### config.mk
export PLATFORM = sky130hd
export DESIGN_NAME = ansi_text_console_parser
export DESIGN_NICKNAME = d
export VERILOG_FILES = /design/src/atcp_pkg.sv /design/src/atcp_div.sv /design/src/atcp_dp.sv /design/src/atcp_ctrl.sv /design/src/ansi_text_console_parser.sv
export SDC_FILE = /design/constraint.sdc
export NUM_CORES = 1
export LEC_CHECK = 0
export BUFFER_PORTS_ARGS = -buffer_cell sky130_fd_sc_hd__buf_2
export CORE_MARGIN = 3
export CORE_UTILIZATION = 40
export CTS_BUF_LIST = sky130_fd_sc_hd__clkbuf_4 sky130_fd_sc_hd__clkbuf_8 sky130_fd_sc_hd__clkbuf_16
export CTS_CLUSTER_DIAMETER = 100
export DETAILED_ROUTE_END_ITERATION = 6
export GPL_TIMING_DRIVEN = 0
export PLACE_DENSITY = 0.59
export SYNTH_ARGS = -nofsm -noshare
export SYNTH_HDL_FRONTEND = slang
export SYNTH_SLANG_ARGS = --single-unit
### constraint.sdc
create_clock -name clk -period 7.35 [get_ports clk]
set_clock_uncertainty 0.05 [all_clocks]
set_input_delay 0 -clock clk [delete_from_list [all_inputs] [get_ports clk]]
set_output_delay 0 -clock clk [all_outputs]
set_load 0.1 [all_outputs]
### src/atcp_pkg.sv
// ----------------------------------------------------------------------------
// atcp_pkg: shared types and constants of the text console parser
// Result codes, character codes, the colour table and the bundles between
// the controller and the datapath.
// ----------------------------------------------------------------------------
package atcp_pkg;

	// result kinds
	typedef enum logic [1:0] {
		KIND_WRITE  = 2'd0,
		KIND_SCROLL = 2'd1,
		KIND_CLEAR  = 2'd2,
		KIND_CURSOR = 2'd3
	} kind_t;

	// configuration register indexes
	localparam logic REG_COLUMNS = 1'b0;
	localparam logic REG_ROWS    = 1'b1;

	localparam logic [7:0] COLUMNS_RESET = 8'd80;
	localparam logic [7:0] ROWS_RESET    = 8'd25;

	// character codes
	localparam logic [7:0] CH_BS     = 8'h08;
	localparam logic [7:0] CH_LF     = 8'h0A;
	localparam logic [7:0] CH_CR     = 8'h0D;
	localparam logic [7:0] CH_ESC    = 8'h1B;
	localparam logic [7:0] CH_SPACE  = 8'h20;
	localparam logic [7:0] CH_TILDE  = 8'h7E;
	localparam logic [7:0] CH_ZERO   = 8'h30;
	localparam logic [7:0] CH_NINE   = 8'h39;
	localparam logic [7:0] CH_SEMI   = 8'h3B;
	localparam logic [7:0] CH_LBRACK = 8'h5B;
	localparam logic [7:0] CH_UPPER_J = 8'h4A;
	localparam logic [7:0] CH_LOWER_M = 8'h6D;
	localparam logic [7:0] CH_LOWER_F = 8'h66;

	// colours
	localparam logic [3:0] FG_DEFAULT = 4'h7;
	localparam logic [3:0] BG_DEFAULT = 4'h0;
	localparam logic [7:0] BLANK_ATTR = {BG_DEFAULT, FG_DEFAULT};

	// SGR code ranges
	localparam logic [15:0] SGR_RESET   = 16'd0;
	localparam logic [15:0] SGR_FG_LO   = 16'd30;
	localparam logic [15:0] SGR_FG_HI   = 16'd37;
	localparam logic [15:0] SGR_FGB_LO  = 16'd90;
	localparam logic [15:0] SGR_FGB_HI  = 16'd97;
	localparam logic [15:0] SGR_BG_LO   = 16'd40;
	localparam logic [15:0] SGR_BG_HI   = 16'd47;
	localparam logic [15:0] SGR_BGB_LO  = 16'd100;
	localparam logic [15:0] SGR_BGB_HI  = 16'd107;
	localparam logic [15:0] CLEAR_ALL   = 16'd2;

	localparam logic [15:0] NUM_MAX  = 16'hFFFF;
	localparam logic [15:0] NUM_INIT = 16'd1;

	// ANSI colour number to VGA colour number
	localparam logic [3:0] VGA_OF_ANSI [16] = '{
		4'h0, 4'h4, 4'h2, 4'h6, 4'h1, 4'h5, 4'h3, 4'h7,
		4'h8, 4'hC, 4'hA, 4'hE, 4'h9, 4'hD, 4'hB, 4'hF
	};

	// divider geometry
	localparam int DIV_W   = 17;
	localparam int DIV_CW  = $clog2(DIV_W + 1);

	localparam int RES_DEPTH = 3;
	localparam int RES_IW    = $clog2(RES_DEPTH);

	typedef struct packed {
		kind_t      kind;
		logic [7:0] column;
		logic [7:0] row;
		logic [7:0] glyph;
		logic [7:0] attribute;
	} res_t;

	typedef struct packed {
		logic take;      // latch request, decode character
		logic div_step;  // one divider iteration
		logic finish_a;  // column known, start row division
		logic finish_b;  // row known, cursor result ready
		logic pop;       // result taken by receiver
	} ctrl_cmd_t;

	typedef struct packed {
		logic need_div;  // pending character is a cursor position command
		logic div_done;
		logic res_last;  // current result is the final one of the request
	} ctrl_stat_t;

endpackage

### src/atcp_div.sv
// ----------------------------------------------------------------------------
// atcp_div: radix-2 restoring divider
// One quotient bit per step; remainder against an 8-bit divisor.
// ----------------------------------------------------------------------------
module atcp_div (
	input  logic                        clk,
	input  logic                        arst_n,
	input  logic                        load,
	input  logic                        step,
	input  logic [atcp_pkg::DIV_W-1:0]  dividend,
	input  logic [7:0]                  divisor,
	output logic                        done,
	output logic [7:0]                  rem,
	output logic [atcp_pkg::DIV_W-1:0]  quo
);

	logic [atcp_pkg::DIV_CW-1:0] cnt_q;
	logic [7:0]                  rem_q;
	logic [atcp_pkg::DIV_W-1:0]  quo_q;
	logic [7:0]                  dsr_q;
	logic [8:0]                  part;
	logic                        fits;

	assign part = {rem_q, quo_q[atcp_pkg::DIV_W-1]};
	assign fits = part >= {1'b0, dsr_q};

	always_ff @(posedge clk or negedge arst_n) begin
		if (!arst_n) begin
			cnt_q <= '0;
		end else if (load) begin
			cnt_q <= atcp_pkg::DIV_CW'(atcp_pkg::DIV_W);
		end else if (step && cnt_q != '0) begin
			cnt_q <= cnt_q - 1'b1;
		end
	end

	always_ff @(posedge clk) begin
		if (load) begin
			rem_q <= '0;
			quo_q <= dividend;
			dsr_q <= divisor;
		end else if (step && cnt_q != '0) begin
			rem_q <= fits ? 8'(part - {1'b0, dsr_q}) : part[7:0];
			quo_q <= {quo_q[atcp_pkg::DIV_W-2:0], fits};
		end
	end

	assign done = (cnt_q == '0);
	assign rem  = rem_q;
	assign quo  = quo_q;

endmodule

### src/atcp_dp.sv
// ----------------------------------------------------------------------------
// atcp_dp: parser datapath
// Escape parser, numbers, colours, cursor, geometry and the result queue.
// ----------------------------------------------------------------------------
module atcp_dp (
	input  logic                   clk,
	input  logic                   arst_n,
	input  logic                   cfg_we,
	input  logic                   cfg_index,
	input  logic [7:0]             cfg_data,
	input  logic [7:0]             char_code,
	input  atcp_pkg::ctrl_cmd_t    cmd,
	output atcp_pkg::ctrl_stat_t   stat,
	output atcp_pkg::res_t         res
);

	typedef enum logic [5:0] {
		PS_TEXT  = 6'b000001,
		PS_ESC   = 6'b000010,
		PS_BRACK = 6'b000100,
		PS_NUM1  = 6'b001000,
		PS_SEMI  = 6'b010000,
		PS_NUM2  = 6'b100000
	} ps_t;

	ps_t         ps_q, ps_n;
	logic [15:0] num1_q, num1_n, num2_q, num2_n;
	logic [7:0]  cols_q, rows_q, col_q, row_q, col_n, row_n;
	logic [3:0]  fg_q, fg_n, bg_q, bg_n;

	atcp_pkg::res_t              q_q [atcp_pkg::RES_DEPTH];
	atcp_pkg::res_t              q_n [atcp_pkg::RES_DEPTH];
	logic [atcp_pkg::RES_IW-1:0] cnt_q, cnt_n, idx_q;

	logic        need_div;
	logic        plain, is_dig, printable, scroll, has_first;
	logic [3:0]  dig;
	logic [19:0] p1, p2;
	logic [15:0] push1, push2, sgr_fg, sgr_bg, sgr_fgb, sgr_bgb;
	atcp_pkg::res_t first, cur, scr;

	// divider
	logic                       div_load, div_done;
	logic [atcp_pkg::DIV_W-1:0] div_dvd, div_quo;
	logic [7:0]                 div_dsr, div_rem;
	logic [7:0]                 cfg_v;

	assign is_dig = (char_code >= atcp_pkg::CH_ZERO) && (char_code <= atcp_pkg::CH_NINE);
	assign dig    = char_code[3:0];
	assign printable = ((char_code >= atcp_pkg::CH_SPACE) && (char_code <= atcp_pkg::CH_TILDE))
		|| char_code[7];

	// n * 10 + digit, saturating
	assign p1 = ({4'd0, num1_q} << 3) + ({4'd0, num1_q} << 1) + {16'd0, dig};
	assign p2 = ({4'd0, num2_q} << 3) + ({4'd0, num2_q} << 1) + {16'd0, dig};
	assign push1 = (p1 > {4'd0, atcp_pkg::NUM_MAX}) ? atcp_pkg::NUM_MAX : p1[15:0];
	assign push2 = (p2 > {4'd0, atcp_pkg::NUM_MAX}) ? atcp_pkg::NUM_MAX : p2[15:0];
	assign sgr_fg  = num1_q - atcp_pkg::SGR_FG_LO;
	assign sgr_bg  = num1_q - atcp_pkg::SGR_BG_LO;
	assign sgr_fgb = num1_q - atcp_pkg::SGR_FGB_LO;
	assign sgr_bgb = num1_q - atcp_pkg::SGR_BGB_LO;

	always_comb begin
		ps_n      = ps_q;
		num1_n    = num1_q;
		num2_n    = num2_q;
		fg_n      = fg_q;
		bg_n      = bg_q;
		col_n     = col_q;
		row_n     = row_q;
		plain     = 1'b0;
		need_div  = 1'b0;
		scroll    = 1'b0;
		has_first = 1'b0;
		first     = '{atcp_pkg::KIND_CLEAR, 8'd0, 8'd0, atcp_pkg::CH_SPACE,
			atcp_pkg::BLANK_ATTR};

		unique case (ps_q)
			PS_TEXT: plain = 1'b1;
			PS_ESC, PS_BRACK: begin
				if (is_dig) begin
					num1_n = {12'd0, dig};
					ps_n   = PS_NUM1;
				end else if (ps_q == PS_ESC && char_code == atcp_pkg::CH_LBRACK) begin
					ps_n = PS_BRACK;
				end else begin
					ps_n  = PS_TEXT;
					plain = 1'b1;
				end
			end
			PS_NUM1: begin
				ps_n = PS_TEXT;
				if (is_dig) begin
					num1_n = push1;
					ps_n   = PS_NUM1;
				end else if (char_code == atcp_pkg::CH_UPPER_J) begin
					if (num1_q == atcp_pkg::CLEAR_ALL) begin
						has_first = 1'b1;
						col_n     = '0;
						row_n     = '0;
					end
				end else if (char_code == atcp_pkg::CH_LOWER_M) begin
					if (num1_q == atcp_pkg::SGR_RESET) begin
						fg_n = atcp_pkg::FG_DEFAULT;
						bg_n = atcp_pkg::BG_DEFAULT;
					end else if (num1_q >= atcp_pkg::SGR_FG_LO && num1_q <= atcp_pkg::SGR_FG_HI) begin
						fg_n = atcp_pkg::VGA_OF_ANSI[{1'b0, sgr_fg[2:0]}];
					end else if (num1_q >= atcp_pkg::SGR_FGB_LO
						&& num1_q <= atcp_pkg::SGR_FGB_HI) begin
						// bright colours sit in the upper half of the table
						fg_n = atcp_pkg::VGA_OF_ANSI[{1'b1, sgr_fgb[2:0]}];
					end else if (num1_q >= atcp_pkg::SGR_BG_LO && num1_q <= atcp_pkg::SGR_BG_HI) begin
						bg_n = atcp_pkg::VGA_OF_ANSI[{1'b0, sgr_bg[2:0]}];
					end else if (num1_q >= atcp_pkg::SGR_BGB_LO
						&& num1_q <= atcp_pkg::SGR_BGB_HI) begin
						bg_n = atcp_pkg::VGA_OF_ANSI[{1'b1, sgr_bgb[2:0]}];
					end
				end else if (char_code == atcp_pkg::CH_SEMI) begin
					num2_n = '0;
					ps_n   = PS_SEMI;
				end else begin
					plain = 1'b1;
				end
			end
			PS_SEMI: begin
				if (is_dig) begin
					num2_n = {12'd0, dig};
					ps_n   = PS_NUM2;
				end else begin
					ps_n  = PS_TEXT;
					plain = 1'b1;
				end
			end
			PS_NUM2: begin
				ps_n = PS_TEXT;
				if (is_dig) begin
					num2_n = push2;
					ps_n   = PS_NUM2;
				end else if (char_code == atcp_pkg::CH_LOWER_F) begin
					need_div = 1'b1;
				end else begin
					plain = 1'b1;
				end
			end
			default: ps_n = PS_TEXT;
		endcase

		if (plain) begin
			if (printable) begin
				has_first = 1'b1;
				first = '{atcp_pkg::KIND_WRITE, col_q, row_q, char_code, {bg_q, fg_q}};
				if (col_q == cols_q - 8'd1) begin
					col_n = '0;
					if (row_q == rows_q - 8'd1) scroll = 1'b1;
					else row_n = row_q + 8'd1;
				end else begin
					col_n = col_q + 8'd1;
				end
			end else if (char_code == atcp_pkg::CH_LF || char_code == atcp_pkg::CH_CR) begin
				col_n = '0;
				if (row_q == rows_q - 8'd1) scroll = 1'b1;
				else row_n = row_q + 8'd1;
			end else if (char_code == atcp_pkg::CH_BS) begin
				// at the origin the cursor stays and cell (0,0) is blanked
				if (col_q != '0) begin
					col_n = col_q - 8'd1;
				end else if (row_q != '0) begin
					col_n = cols_q - 8'd1;
					row_n = row_q - 8'd1;
				end
				has_first = 1'b1;
				first = '{atcp_pkg::KIND_WRITE, col_n, row_n, atcp_pkg::CH_SPACE,
					atcp_pkg::BLANK_ATTR};
			end else if (char_code == atcp_pkg::CH_ESC) begin
				ps_n = PS_ESC;
			end
		end

		cur = '{atcp_pkg::KIND_CURSOR, col_n, row_n, 8'd0, 8'd0};
		scr = '{atcp_pkg::KIND_SCROLL, 8'd0, 8'd0, atcp_pkg::CH_SPACE, atcp_pkg::BLANK_ATTR};

		q_n[0] = cur;
		q_n[1] = cur;
		q_n[2] = cur;
		cnt_n  = atcp_pkg::RES_IW'(1);
		if (has_first) begin
			q_n[0] = first;
			if (scroll) begin
				q_n[1] = scr;
				cnt_n  = atcp_pkg::RES_IW'(3);
			end else begin
				cnt_n  = atcp_pkg::RES_IW'(2);
			end
		end else if (scroll) begin
			q_n[0] = scr;
			cnt_n  = atcp_pkg::RES_IW'(2);
		end
	end

	// column = h mod columns; row = (v + h / columns) mod rows
	assign div_load = (cmd.take && need_div) || cmd.finish_a;
	assign div_dvd  = cmd.finish_a ? ({1'b0, num2_q} + {1'b0, div_quo[15:0]})
		: {1'b0, num1_q};
	assign div_dsr  = cmd.finish_a ? rows_q : cols_q;

	atcp_div u_div (
		.clk      (clk),
		.arst_n   (arst_n),
		.load     (div_load),
		.step     (cmd.div_step),
		.dividend (div_dvd),
		.divisor  (div_dsr),
		.done     (div_done),
		.rem      (div_rem),
		.quo      (div_quo)
	);

	assign cfg_v = (cfg_data == 8'd0) ? 8'd1 : cfg_data;

	always_ff @(posedge clk or negedge arst_n) begin
		if (!arst_n) begin
			ps_q   <= PS_TEXT;
			num1_q <= atcp_pkg::NUM_INIT;
			num2_q <= atcp_pkg::NUM_INIT;
			col_q  <= '0;
			row_q  <= '0;
			fg_q   <= atcp_pkg::FG_DEFAULT;
			bg_q   <= atcp_pkg::BG_DEFAULT;
			cols_q <= atcp_pkg::COLUMNS_RESET;
			rows_q <= atcp_pkg::ROWS_RESET;
			cnt_q  <= atcp_pkg::RES_IW'(1);
			idx_q  <= '0;
		end else begin
			if (cfg_we) begin
				unique case (cfg_index)
					atcp_pkg::REG_COLUMNS: cols_q <= cfg_v;
					atcp_pkg::REG_ROWS:    rows_q <= cfg_v;
					default: ;
				endcase
				col_q <= '0;
				row_q <= '0;
			end else if (cmd.take) begin
				ps_q   <= ps_n;
				num1_q <= num1_n;
				num2_q <= num2_n;
				fg_q   <= fg_n;
				bg_q   <= bg_n;
				if (!need_div) begin
					col_q <= col_n;
					row_q <= row_n;
				end
				cnt_q  <= cnt_n;
				idx_q  <= '0;
			end else if (cmd.finish_a) begin
				col_q <= div_rem;
			end else if (cmd.finish_b) begin
				row_q <= div_rem;
			end else if (cmd.pop) begin
				idx_q <= idx_q + 1'b1;
			end
		end
	end

	always_ff @(posedge clk) begin
		if (cmd.take) begin
			q_q[0] <= q_n[0];
			q_q[1] <= q_n[1];
			q_q[2] <= q_n[2];
		end else if (cmd.finish_b) begin
			q_q[0] <= '{atcp_pkg::KIND_CURSOR, col_q, div_rem, 8'd0, 8'd0};
		end
	end

	always_comb begin
		case (idx_q)
			2'd0:    res = q_q[0];
			2'd1:    res = q_q[1];
			default: res = q_q[2];
		endcase
	end

	assign stat.need_div = need_div;
	assign stat.div_done = div_done;
	assign stat.res_last = (idx_q == cnt_q - 1'b1);

endmodule

### src/atcp_ctrl.sv
// ----------------------------------------------------------------------------
// atcp_ctrl: request sequencer
// Takes a character, runs the two cursor divisions when needed, then
// hands out the queued results.
// ----------------------------------------------------------------------------
module atcp_ctrl (
	input  logic                   clk,
	input  logic                   arst_n,
	input  logic                   in_valid,
	output logic                   in_ready,
	output logic                   out_valid,
	input  logic                   out_ready,
	input  atcp_pkg::ctrl_stat_t   stat,
	output atcp_pkg::ctrl_cmd_t    cmd
);

	typedef enum logic [3:0] {
		ST_IDLE  = 4'b0001,
		ST_DIV_A = 4'b0010,
		ST_DIV_B = 4'b0100,
		ST_OUT   = 4'b1000
	} state_t;

	state_t state_q, state_n;

	always_comb begin
		state_n   = state_q;
		cmd       = '0;
		in_ready  = 1'b0;
		out_valid = 1'b0;
		unique case (state_q)
			ST_IDLE: begin
				in_ready = 1'b1;
				if (in_valid) begin
					cmd.take = 1'b1;
					state_n  = stat.need_div ? ST_DIV_A : ST_OUT;
				end
			end
			ST_DIV_A: begin
				if (stat.div_done) begin
					cmd.finish_a = 1'b1;
					state_n      = ST_DIV_B;
				end else begin
					cmd.div_step = 1'b1;
				end
			end
			ST_DIV_B: begin
				if (stat.div_done) begin
					cmd.finish_b = 1'b1;
					state_n      = ST_OUT;
				end else begin
					cmd.div_step = 1'b1;
				end
			end
			ST_OUT: begin
				out_valid = 1'b1;
				if (out_ready) begin
					cmd.pop = 1'b1;
					if (stat.res_last) state_n = ST_IDLE;
				end
			end
			default: state_n = ST_IDLE;
		endcase
	end

	always_ff @(posedge clk or negedge arst_n) begin
		if (!arst_n) begin
			state_q <= ST_IDLE;
		end else begin
			state_q <= state_n;
		end
	end

endmodule

### src/ansi_text_console_parser.sv
// ----------------------------------------------------------------------------
// ansi_text_console_parser: escape-sequence text console front end
// Turns a character stream into cell write, scroll, clear and cursor
// requests for a character screen.
// ----------------------------------------------------------------------------
// Usage:
//  - s_axis carries one character per request in tdata[7:0].
//  - m_axis returns 1 to 3 results per character, kind in tuser; tlast marks
//    the final one, which is always the cursor placement.
//  - cfg_we/cfg_index/cfg_data write columns (0) or rows (1); a zero stores
//    one and the cursor homes to (0,0). Write only while idle.
// Timing:
//  - A character is taken in the idle state, then its results leave at one per
//    cycle while the receiver holds m_axis_tready high.
//  - ESC h;v f runs the shared radix-2 divider twice (column mod, then row
//    mod) before the cursor result.
//  - One character is in flight at a time; s_axis_tready is low until the
//    last result is taken. A stalled receiver holds the result steady.
// Reset: geometry 80 x 25, cursor at origin, colours 7 on 0, text mode.
// ----------------------------------------------------------------------------
module ansi_text_console_parser (
	input  logic        clk,
	input  logic        arst_n,
	// configuration
	input  logic        cfg_we,
	input  logic        cfg_index,
	input  logic [7:0]  cfg_data,
	// character input
	input  logic        s_axis_tvalid,
	output logic        s_axis_tready,
	input  logic [7:0]  s_axis_tdata,   // [7:0] char_code
	// result output
	output logic        m_axis_tvalid,
	input  logic        m_axis_tready,
	output logic [31:0] m_axis_tdata,   // column, row, glyph, attribute
	output logic [1:0]  m_axis_tuser,   // [1:0] kind
	output logic        m_axis_tlast
);

	atcp_pkg::ctrl_cmd_t  cmd;
	atcp_pkg::ctrl_stat_t stat;
	atcp_pkg::res_t       res;

	// sequencer: owns the handshakes
	atcp_ctrl u_ctrl (
		.clk       (clk),
		.arst_n    (arst_n),
		.in_valid  (s_axis_tvalid),
		.in_ready  (s_axis_tready),
		.out_valid (m_axis_tvalid),
		.out_ready (m_axis_tready),
		.stat      (stat),
		.cmd       (cmd)
	);

	// parser, cursor and result queue
	atcp_dp u_dp (
		.clk       (clk),
		.arst_n    (arst_n),
		.cfg_we    (cfg_we),
		.cfg_index (cfg_index),
		.cfg_data  (cfg_data),
		.char_code (s_axis_tdata),
		.cmd       (cmd),
		.stat      (stat),
		.res       (res)
	);

	// pack lowest field first
	assign m_axis_tdata = {res.attribute, res.glyph, res.row, res.column};
	assign m_axis_tuser = res.kind;
	assign m_axis_tlast = stat.res_last;

	// no overlap between taking a character and handing out results
	a_no_overlap: assert property (@(posedge clk) disable iff (!arst_n)
		!(s_axis_tready && m_axis_tvalid))
		else $error("input and output active together");

	// a request is taken only once
	a_take_once: assert property (@(posedge clk) disable iff (!arst_n)
		s_axis_tvalid && s_axis_tready |=> !s_axis_tready)
		else $error("input ready right after a take");

	// the final result is the cursor placement, and only it
	a_last_cursor: assert property (@(posedge clk) disable iff (!arst_n)
		m_axis_tvalid |-> (m_axis_tlast == (res.kind == atcp_pkg::KIND_CURSOR)))
		else $error("tlast does not match cursor result");

	// after the final result the block is ready again
	a_back_idle: assert property (@(posedge clk) disable iff (!arst_n)
		m_axis_tvalid && m_axis_tready && m_axis_tlast |=> s_axis_tready)
		else $error("not ready after final result");

endmodule

==> impl_summary.txt, run 1 <==
----------------------------------------------------
[Outcome]
  Outcome ... complete, no violations

[Clocking]
  Post-CTS repair timing setup buffer count ... 0
  Clock transition at the registers of the reported paths ... 0.08 ns
  CTS root buffer ... clkbuf_16
  TritonCTS Buffers ... 17
  Post-cts sizing count ... 0
  Clock tree from TritonCTS ... done
  H-Tree Level Count ... 4
  Clock sink count ... between 150 and 200
  Count of hold buffers inserted by post-cts repair ... 19
  Clk Latency, worst-skew pair ... ~0.45 ns
  Clock tree buffer depth ... 2

[Synthesis]
  Number of synthesized flops with an enable pin ... 75
  Post-synth top cells ... nand2_1, nor2_1, o21ai_0
  Average footprint of a synthesized cell ... around 8.9 µm²
  Synth Flop Type ... dfrtp_1
  Top post-synthesis cells by area ... edfxtp_1, dfrtp_1, ha_1
  Area share of the largest cell type after synthesis ... 0.1618
  Mapped Nets ... between 1500 and 2000
  Synthesized area ... roughly 14000 µm²
  Yosys warns ... 0
  Cell count after synthesis ... around 1600
  Sequential area share after synthesis ... 0.3640
  Total of flip-flops plus latches after synthesis ... ~190
  Most common cell in the synthesized netlist ... nand2_1
  Number of distinct library cell variants in the gate-level netlist after synthesis ... 93
  Share of flip-flops with an asynchronous set or reset ... 0.4740
  Cell type with the largest total area after synthesis ... edfxtp_1

[Power and ir drop]
  Static power due to leakage ... just under 0.007 µW
  Proportion of total power due to net switching ... 0.5064
  Largest voltage drop on the vdd net ... roughly 0.43 mV
  Power Internal ... approximately 2600 µW
  Comb pwr share ... 0.523
  Net Switching ... 2665 µW
  Part of the power in the clock network ... 0.185
  Power density over the cells ... ~340 nW/µm²
  Total design power ... 5261 µW
  Sequential cell fraction of total power ... 0.292

[Placed design]
  Routability congestion estimate from global placement ... between 0.9 and 1
  Port Buf Inserts ... 55
  Count of placed standard cells including taps ... 2066
  DPL Wire Length ... between 30 and 40 mm

[Final layout]
  Final core utilization ... 0.4593
  Layout Area Growth over Synthesis ... 12.05%
  Layout cells sized above 1 ... 0.1078
  Number of fill cells in the layout ... between 3000 and 4000
  Non-filler cells, final ... around 2100
  Layout net count ... about 1800
  Antenna diode count ... 0

[Route]
  Routed vias ... approximately 12000
  DR pass1 iterations ... 5
  Residual antenna-violating net count after detailed routing ... 0
  DRC violations left ... 0
  Post-detailed-routing wire length ... around 42 mm
  Post-detailed-route via-to-cell ratio ... approximately 5.8
  Drt initial violations ... between 1000 and 1500
  Final routed wire length divided by cell count ... roughly 20 µm

[Global routing]
  Overflow left after global routing ... 0
  Number of global-route vias before repair ... around 12000
  Initial antenna violation count ... 0
  Global-route usage over all layers ... 0.2312
  Pin count of the biggest net entering global routing ... between 60 and 70
  Global-route wire length before repair ... roughly 67 mm

[Floorplanning]
  Vertical die dimension ... between 150 and 200 µm
  Core Area ... roughly 34000 µm²
  Overall die area ... 37070 µm²
  Effective utilization at floorplan ... 0.4100
  I/O Pins ... 59
  Site row count ... 67
  Die span in x ... ~190 µm

[Worst setup path]
  Endpoint type of the worst setup path ... register
  FF-to-FF Start ... u_dp.num2_q[0]$_DFFE_PN1P_
  WP data required ... approximately 7.6 ns
  Standard cell with the maximum stage delay on the critical path ... dfstp_2
  CP Launch Point ... u_dp.num2_q[0]$_DFFE_PN1P_
  Crit path largest cell delay ... around 0.6 ns
  WP buf/inv ... 1
  Cell breakdown of the critical path ... fa_1, fa_1, a21o_1, a221oi_1, nor4_1, or4_1, a2111oi_0, o2111a_1, buf_2, a31oi_1
  Startpoint-to-endpoint class of the critical path ... reg2reg
  Crit-path max FO ... 10
  CP dominant cell by count ... fa_1
  Cell type group with the largest total delay on the critical path ... compound AO/OA/AOI/OAI gates
  Critical path startpoint category ... register
  WP data arrival ... roughly 4.7 ns

[Min path]
  Startpoint of the tightest hold check path ... cfg_index
  Hold WC Path Type ... in2reg

[Timing]
  Final worst path period need ... about 4.4 ns
  Unrepaired setup endpoints after global routing ... false
  Final number of hold-violating endpoints ... 0
  TNS Setup ... 0 ns
  Timing-limited maximum frequency ... around 230 MHz
  Share of the clock period used by the worst path ... 0.5986
  Relative slew margins ... 0.2404
  Least-Margin Pin Slew ... ~1.1 ns
  Final number of setup-violating endpoints ... 0
  Final number of max-transition violations ... 0

[Run]
  Total of max-cap violations ... 0

----------------------------------------------------
==> state kept, by name, indices dropped and copies added, names as in the netlist <==
| name | count |
|---|---|
| u_dp.ps_q | 6 |
| u_dp.u_div.quo | 17 |
| u_dp.u_div.dsr_q | 8 |
| u_ctrl.state_q | 4 |
| u_dp.cols_q | 8 |
| u_dp.cnt_q | 2 |
| u_dp.u_div.rem | 8 |
| u_dp.fg_q | 4 |
| u_dp.q_q | 68 |
| u_dp.rows_q | 8 |
| u_dp.idx_q | 2 |
| u_dp.row_q | 8 |
| u_dp.bg_q | 4 |
| u_dp.num1_q | 16 |
| u_dp.col_q | 8 |
| u_dp.u_div.cnt_q | 5 |
| u_dp.num2_q | 16 |
==> final cells by class <==
type | instances | area (µm²) | area share
Buffer | 79 | 326.6 | 0.02094
Clock buffer | 21 | 455.4 | 0.02920
Clock inverter | 11 | 131.4 | 0.008424
Inverter | 66 | 247.7 | 0.01589
Multi-Input combinational cell | 1224 | 8284 | 0.5312
Sequential cell | 192 | 5066 | 0.3249
Tap cell | 448 | 560.5 | 0.03594
Timing Repair Buffer | 76 | 523.0 | 0.03354
==> kinds of logic (layout without fill, tap and decap cells) <==
logic type,Yosys count,after routing,synth area share
AOI/OAI and AO/OA,429,429,0.2097
xor gates and xnor gates,72,72,0.04531
adders and majority gates,105,105,0.09763
buffers and inverters,145,253,0.04117
DFF,192,192,0.3640
muxes,54,54,0.04126
and+or+nand+nor,564,564,0.2009
==> placed cells by master, fill, tap and decap left out, types with 23 or more instances in the layout <==
master	n
nand2_1	184
nor2_1	126
o21ai_0	107
ha_1	99
a21oi_1	90
dfrtp_1	78
edfxtp_1	75
inv_1	66
buf_2	65
clkbuf_1	63
nand3_1	54
xnor2_1	49
nor3_1	33
a31oi_1	30
mux2_2	27
mux2i_1	27
dfxtp_1	26
nand2b_1	23
a22oi_1	23
xor2_1	23
==> through the flow <==
stage	hold WS, ns	instance area, µm²	setup WS [ns]
6_report	0.04444	15600	2.950
5_1_grt	0.08907	15600	2.751
4_1_cts	0.02591	15600	2.933
3_5_place_dp	-0.08478	14820	2.969
3_3_place_gp	0.1979	14750	2.825
2_1_floorplan	-0.3456	13920	0.6322
==> power groups by stage <==
stage | Clock (µW) | Sequential [µW] | Combinational, µW
after floorplan | 0 | 1490 | 2110
after global placement | 0 | 1550 | 2690
after detailed placement | 0 | 1550 | 2720
after CTS | 983 | 1530 | 2730
after global routing | 1030 | 1550 | 2960
final | 971 | 1540 | 2750
==> metal layers <==
metal | track usage | up-vias | routed length (µm)
met2 | 0.3576 | 410 | 18590
li1 | - | 5943 | -
met3 | 0.03524 | 50 | 2646
met4 | 0.05464 | 0 | 786
met1 | 0.3401 | 5936 | 20310
met5 | 0 | - | 0
==> worst register-to-register path, cell delays in order, from the launching register on <==
cell       delay, ns
dfstp_2         0.60
fa_1            0.48
fa_1            0.48
a21o_1          0.23
a221oi_1        0.37
nor4_1          0.14
or4_1           0.52
a2111oi_0       0.49
o2111a_1        0.47
buf_2           0.30
a31oi_1         0.13
==> final timing paths <==
| check | end | slack (ns) | cells past startpoint |
|---|---|---|---|
| setup / recovery | u_dp.num2_q[13]$_DFFE_PN0P_ | 2.95 | 10 |
| hold / removal | u_dp.rows_q[0]$_DFFE_PN1P_ | 0.04 | 4 |
| setup reg to reg | u_dp.num2_q[13]$_DFFE_PN0P_ | 2.95 | 10 |
| hold reg to reg | u_dp.q_q[0][5]$_SDFFE_PP0P_ | 0.40 | 2 |
| max in group asynchronous | u_dp.fg_q[3]$_DFFE_PN0P_ | 5.64 | 3 |
| min in group asynchronous | u_dp.cols_q[4]$_DFFE_PN1P_ | 0.13 | 2 |
No activity file was read; power rests on OpenSTA's default activity.
==> run 2: changes to the inputs <==
Clock period 7.35 ns to 4.19 ns, I/O delays scaled along.
==> impl_summary.txt, run 2 (synthesized netlist as in run 1, its figures left out) <==
----------------------------------------------------
[Outcome]
  Outcome ... complete, no violations

[Clocking]
  Clock transition at the registers of the reported paths ... ~0.09 ns
  Clock tree from TritonCTS ... done
  Clock sink count ... between 150 and 200
  TritonCTS Buffers ... 17
  CTS root buffer ... clkbuf_16
  Clk Latency, worst-skew pair ... 0.45 ns
  Clock tree buffer depth ... 2
  H-Tree Level Count ... 4

[Worst setup path]
  FF-to-FF Start ... u_dp.num2_q[0]$_DFFE_PN1P_
  Number of cells on the worst reg-to-reg path ... 11
  Cell type group with the largest total delay on the critical path ... compound AO/OA/AOI/OAI gates
  Cell breakdown of the critical path ... fa_1, fa_1, a21o_1, a221oi_2, nor4_1, or4_1, a2111oi_2, o2111a_2, buf_12, a21o_1, a31oi_1
  Critical path startpoint category ... register
  WP data required ... ~4.4 ns
  WP buf/inv ... 1
  CP Capture Point ... u_dp.num2_q[1]$_DFFE_PN0P_
  CP Launch Point ... u_dp.num2_q[0]$_DFFE_PN1P_
  Endpoint type of the worst setup path ... register
  Crit-path max FO ... 5
  Number of stages on the worst setup path ... 11
  Worst-case register-to-register setup slack ... slightly below 0.2 ns
  Crit path largest cell delay ... around 0.60 ns
  End of the worst register-to-register path ... u_dp.num2_q[1]$_DFFE_PN0P_
  Startpoint-to-endpoint class of the critical path ... reg2reg
  Standard cell with the maximum stage delay on the critical path ... dfstp_2
  WP data arrival ... 4.22 ns

[Floorplanning]
  Overall die area ... between 30000 and 40000 µm²
  Effective utilization at floorplan ... 0.4100
  Die span in x ... between 150 and 200 µm
  Site row count ... 67
  Vertical die dimension ... between 150 and 200 µm
  Core Area ... 33950 µm²
  I/O Pins ... slightly below 60

[Min path]
  Depth of the worst hold-timing path ... 4
  Hold WC Path Type ... in2reg

[Power and ir drop]
  Static power due to leakage ... just under 0.007 µW
  Largest voltage drop on the vdd net ... just under 1 mV
  Power density over the cells ... between 500 and 600 nW/µm²

[Placed design]
  Standard cell area after detailed placement ... 14840 µm²
  DPL Wire Length ... ~32 mm
  Routability congestion estimate from global placement ... about 0.95
  Port Buf Inserts ... between 50 and 60

[Route]
  Post-detailed-route via-to-cell ratio ... 5.819
  DR pass1 iterations ... 5
  DRC violations left ... 0
  Residual antenna-violating net count after detailed routing ... 0
  Post-detailed-routing wire length ... approximately 42 mm
  Final routed wire length divided by cell count ... just under 20 µm
  Routed vias ... 12340
  Drt initial violations ... ~1200

[Timing]
  Final worst path period need ... approximately 4.0 ns
  Final number of setup-violating endpoints ... 0
  Final number of max-transition violations ... 0
  Timing-limited maximum frequency ... 250.5 MHz
  Final number of hold-violating endpoints ... 0
  Unrepaired setup endpoints after global routing ... false
  Relative slew margins ... 0.1843
  Share of the clock period used by the worst path ... 0.9529
  TNS Setup ... 0 ns
  Least-Margin Pin Slew ... around 1.2 ns

[Final layout]
  Number of fill cells in the layout ... between 3000 and 4000
  Most frequent standard cell in the layout excluding fill and tap cells ... nand2_1
  Layout net count ... 1786
  Antenna diode count ... 0
  Largest register by flop count ... u_dp.q_q
  Final core utilization ... 0.4615
  Non-Filler Cell Area, Final ... approximately 16000 µm²
  Leading cell types in the layout, fill and taps excluded ... nand2_1, nor2_1, o21ai_0, ha_1, a21oi_1
  Layout cells sized above 1 ... 0.1154
  Layout Area Growth over Synthesis ... 12.57%
  Flip-flop count of the largest register, all copies and words added ... 68

[Global routing]
  Initial antenna violation count ... 0
  Global-route usage over all layers ... 0.2268
  Global-route wire length before repair ... ~66 mm
  Overflow left after global routing ... 0
  Number of global-route vias before repair ... ~12000
  Pin count of the biggest net entering global routing ... 67

[Run]
  Total of max-cap violations ... 0

----------------------------------------------------
-- run 2: worst min-delay path by stage --
stage | slack (ns) | endpoint | start
after floorplan | -0.35 | u_ctrl.state_q[1]$_DFFE_PN0P_ | arst_n
after global placement | 0.19 | u_ctrl.state_q[0]$_DFFE_PN1P_ | m_axis_tready
after detailed placement | -0.09 | u_dp.cols_q[5]$_DFFE_PN0P_ | arst_n
after CTS | 0.04 | u_dp.rows_q[0]$_DFFE_PN1P_ | cfg_index
after global routing | 0.07 | u_dp.rows_q[0]$_DFFE_PN1P_ | cfg_index
final | 0.05 | u_dp.rows_q[0]$_DFFE_PN1P_ | cfg_index
-- run 2: metrics by stage --
stage / hold WS (ns) / instances / setup WS, ns / total power (µW)
after floorplan: -0.3456 / 1561 / -0.008507 / 6328
after global placement: 0.1948 / 2064 / -0.1646 / 7459
after global routing: 0.06798 / 2120 / 0.03028 / 9679
final: 0.04610 / 2120 / 0.1974 / 9199
after CTS: 0.03640 / 2120 / 0.06466 / 9168
after detailed placement: -0.08792 / 2066 / -0.1079 / 7512
-- run 2: per-layer routing --
layer,GRT usage,vias to the layer above,share of wire
li1,-,5954,-
met1,0.3314,5932,0.48
met2,0.3469,391,0.44
met3,0.03651,60,0.065
met4,0.06332,0,0.019
met5,0,-,0
-- run 2: power breakdown --
part | switching, µW | total [µW] | internal [µW]
registers | 290 | 2710 | 2420
logic | 3620 | 4850 | 1240
clock network | 840 | 1640 | 801
-- run 2: worst min-delay path, stage by stage --
cell	delay, ns
buf_2	0.09
nand2_1	0.23
nand2_1	0.15
o21ai_0	0.07
-- run 2: final cells by class --
class / instances / area (µm²) / area share
clock inverter: 13 / 126.4 / 0.008066
tap: 448 / 560.5 / 0.03578
timing repair buffer: 79 / 558.0 / 0.03562
buffer: 79 / 327.8 / 0.02092
inverter: 66 / 247.7 / 0.01581
multi-input combinational: 1224 / 8339 / 0.5323
sequential: 192 / 5067 / 0.3234
clock buffer: 19 / 440.4 / 0.02811
-- run 2: what timing repair did --
action / 4_1_cts / 5_1_grt
pin swaps: 1 / 0
resized for setup: 2 / 9
hold buffers: 19 / 0
endpoints found under the setup margin: 25 / 46
buffers inserted: 3 / 0
hold endpoints to repair: 111 / 0
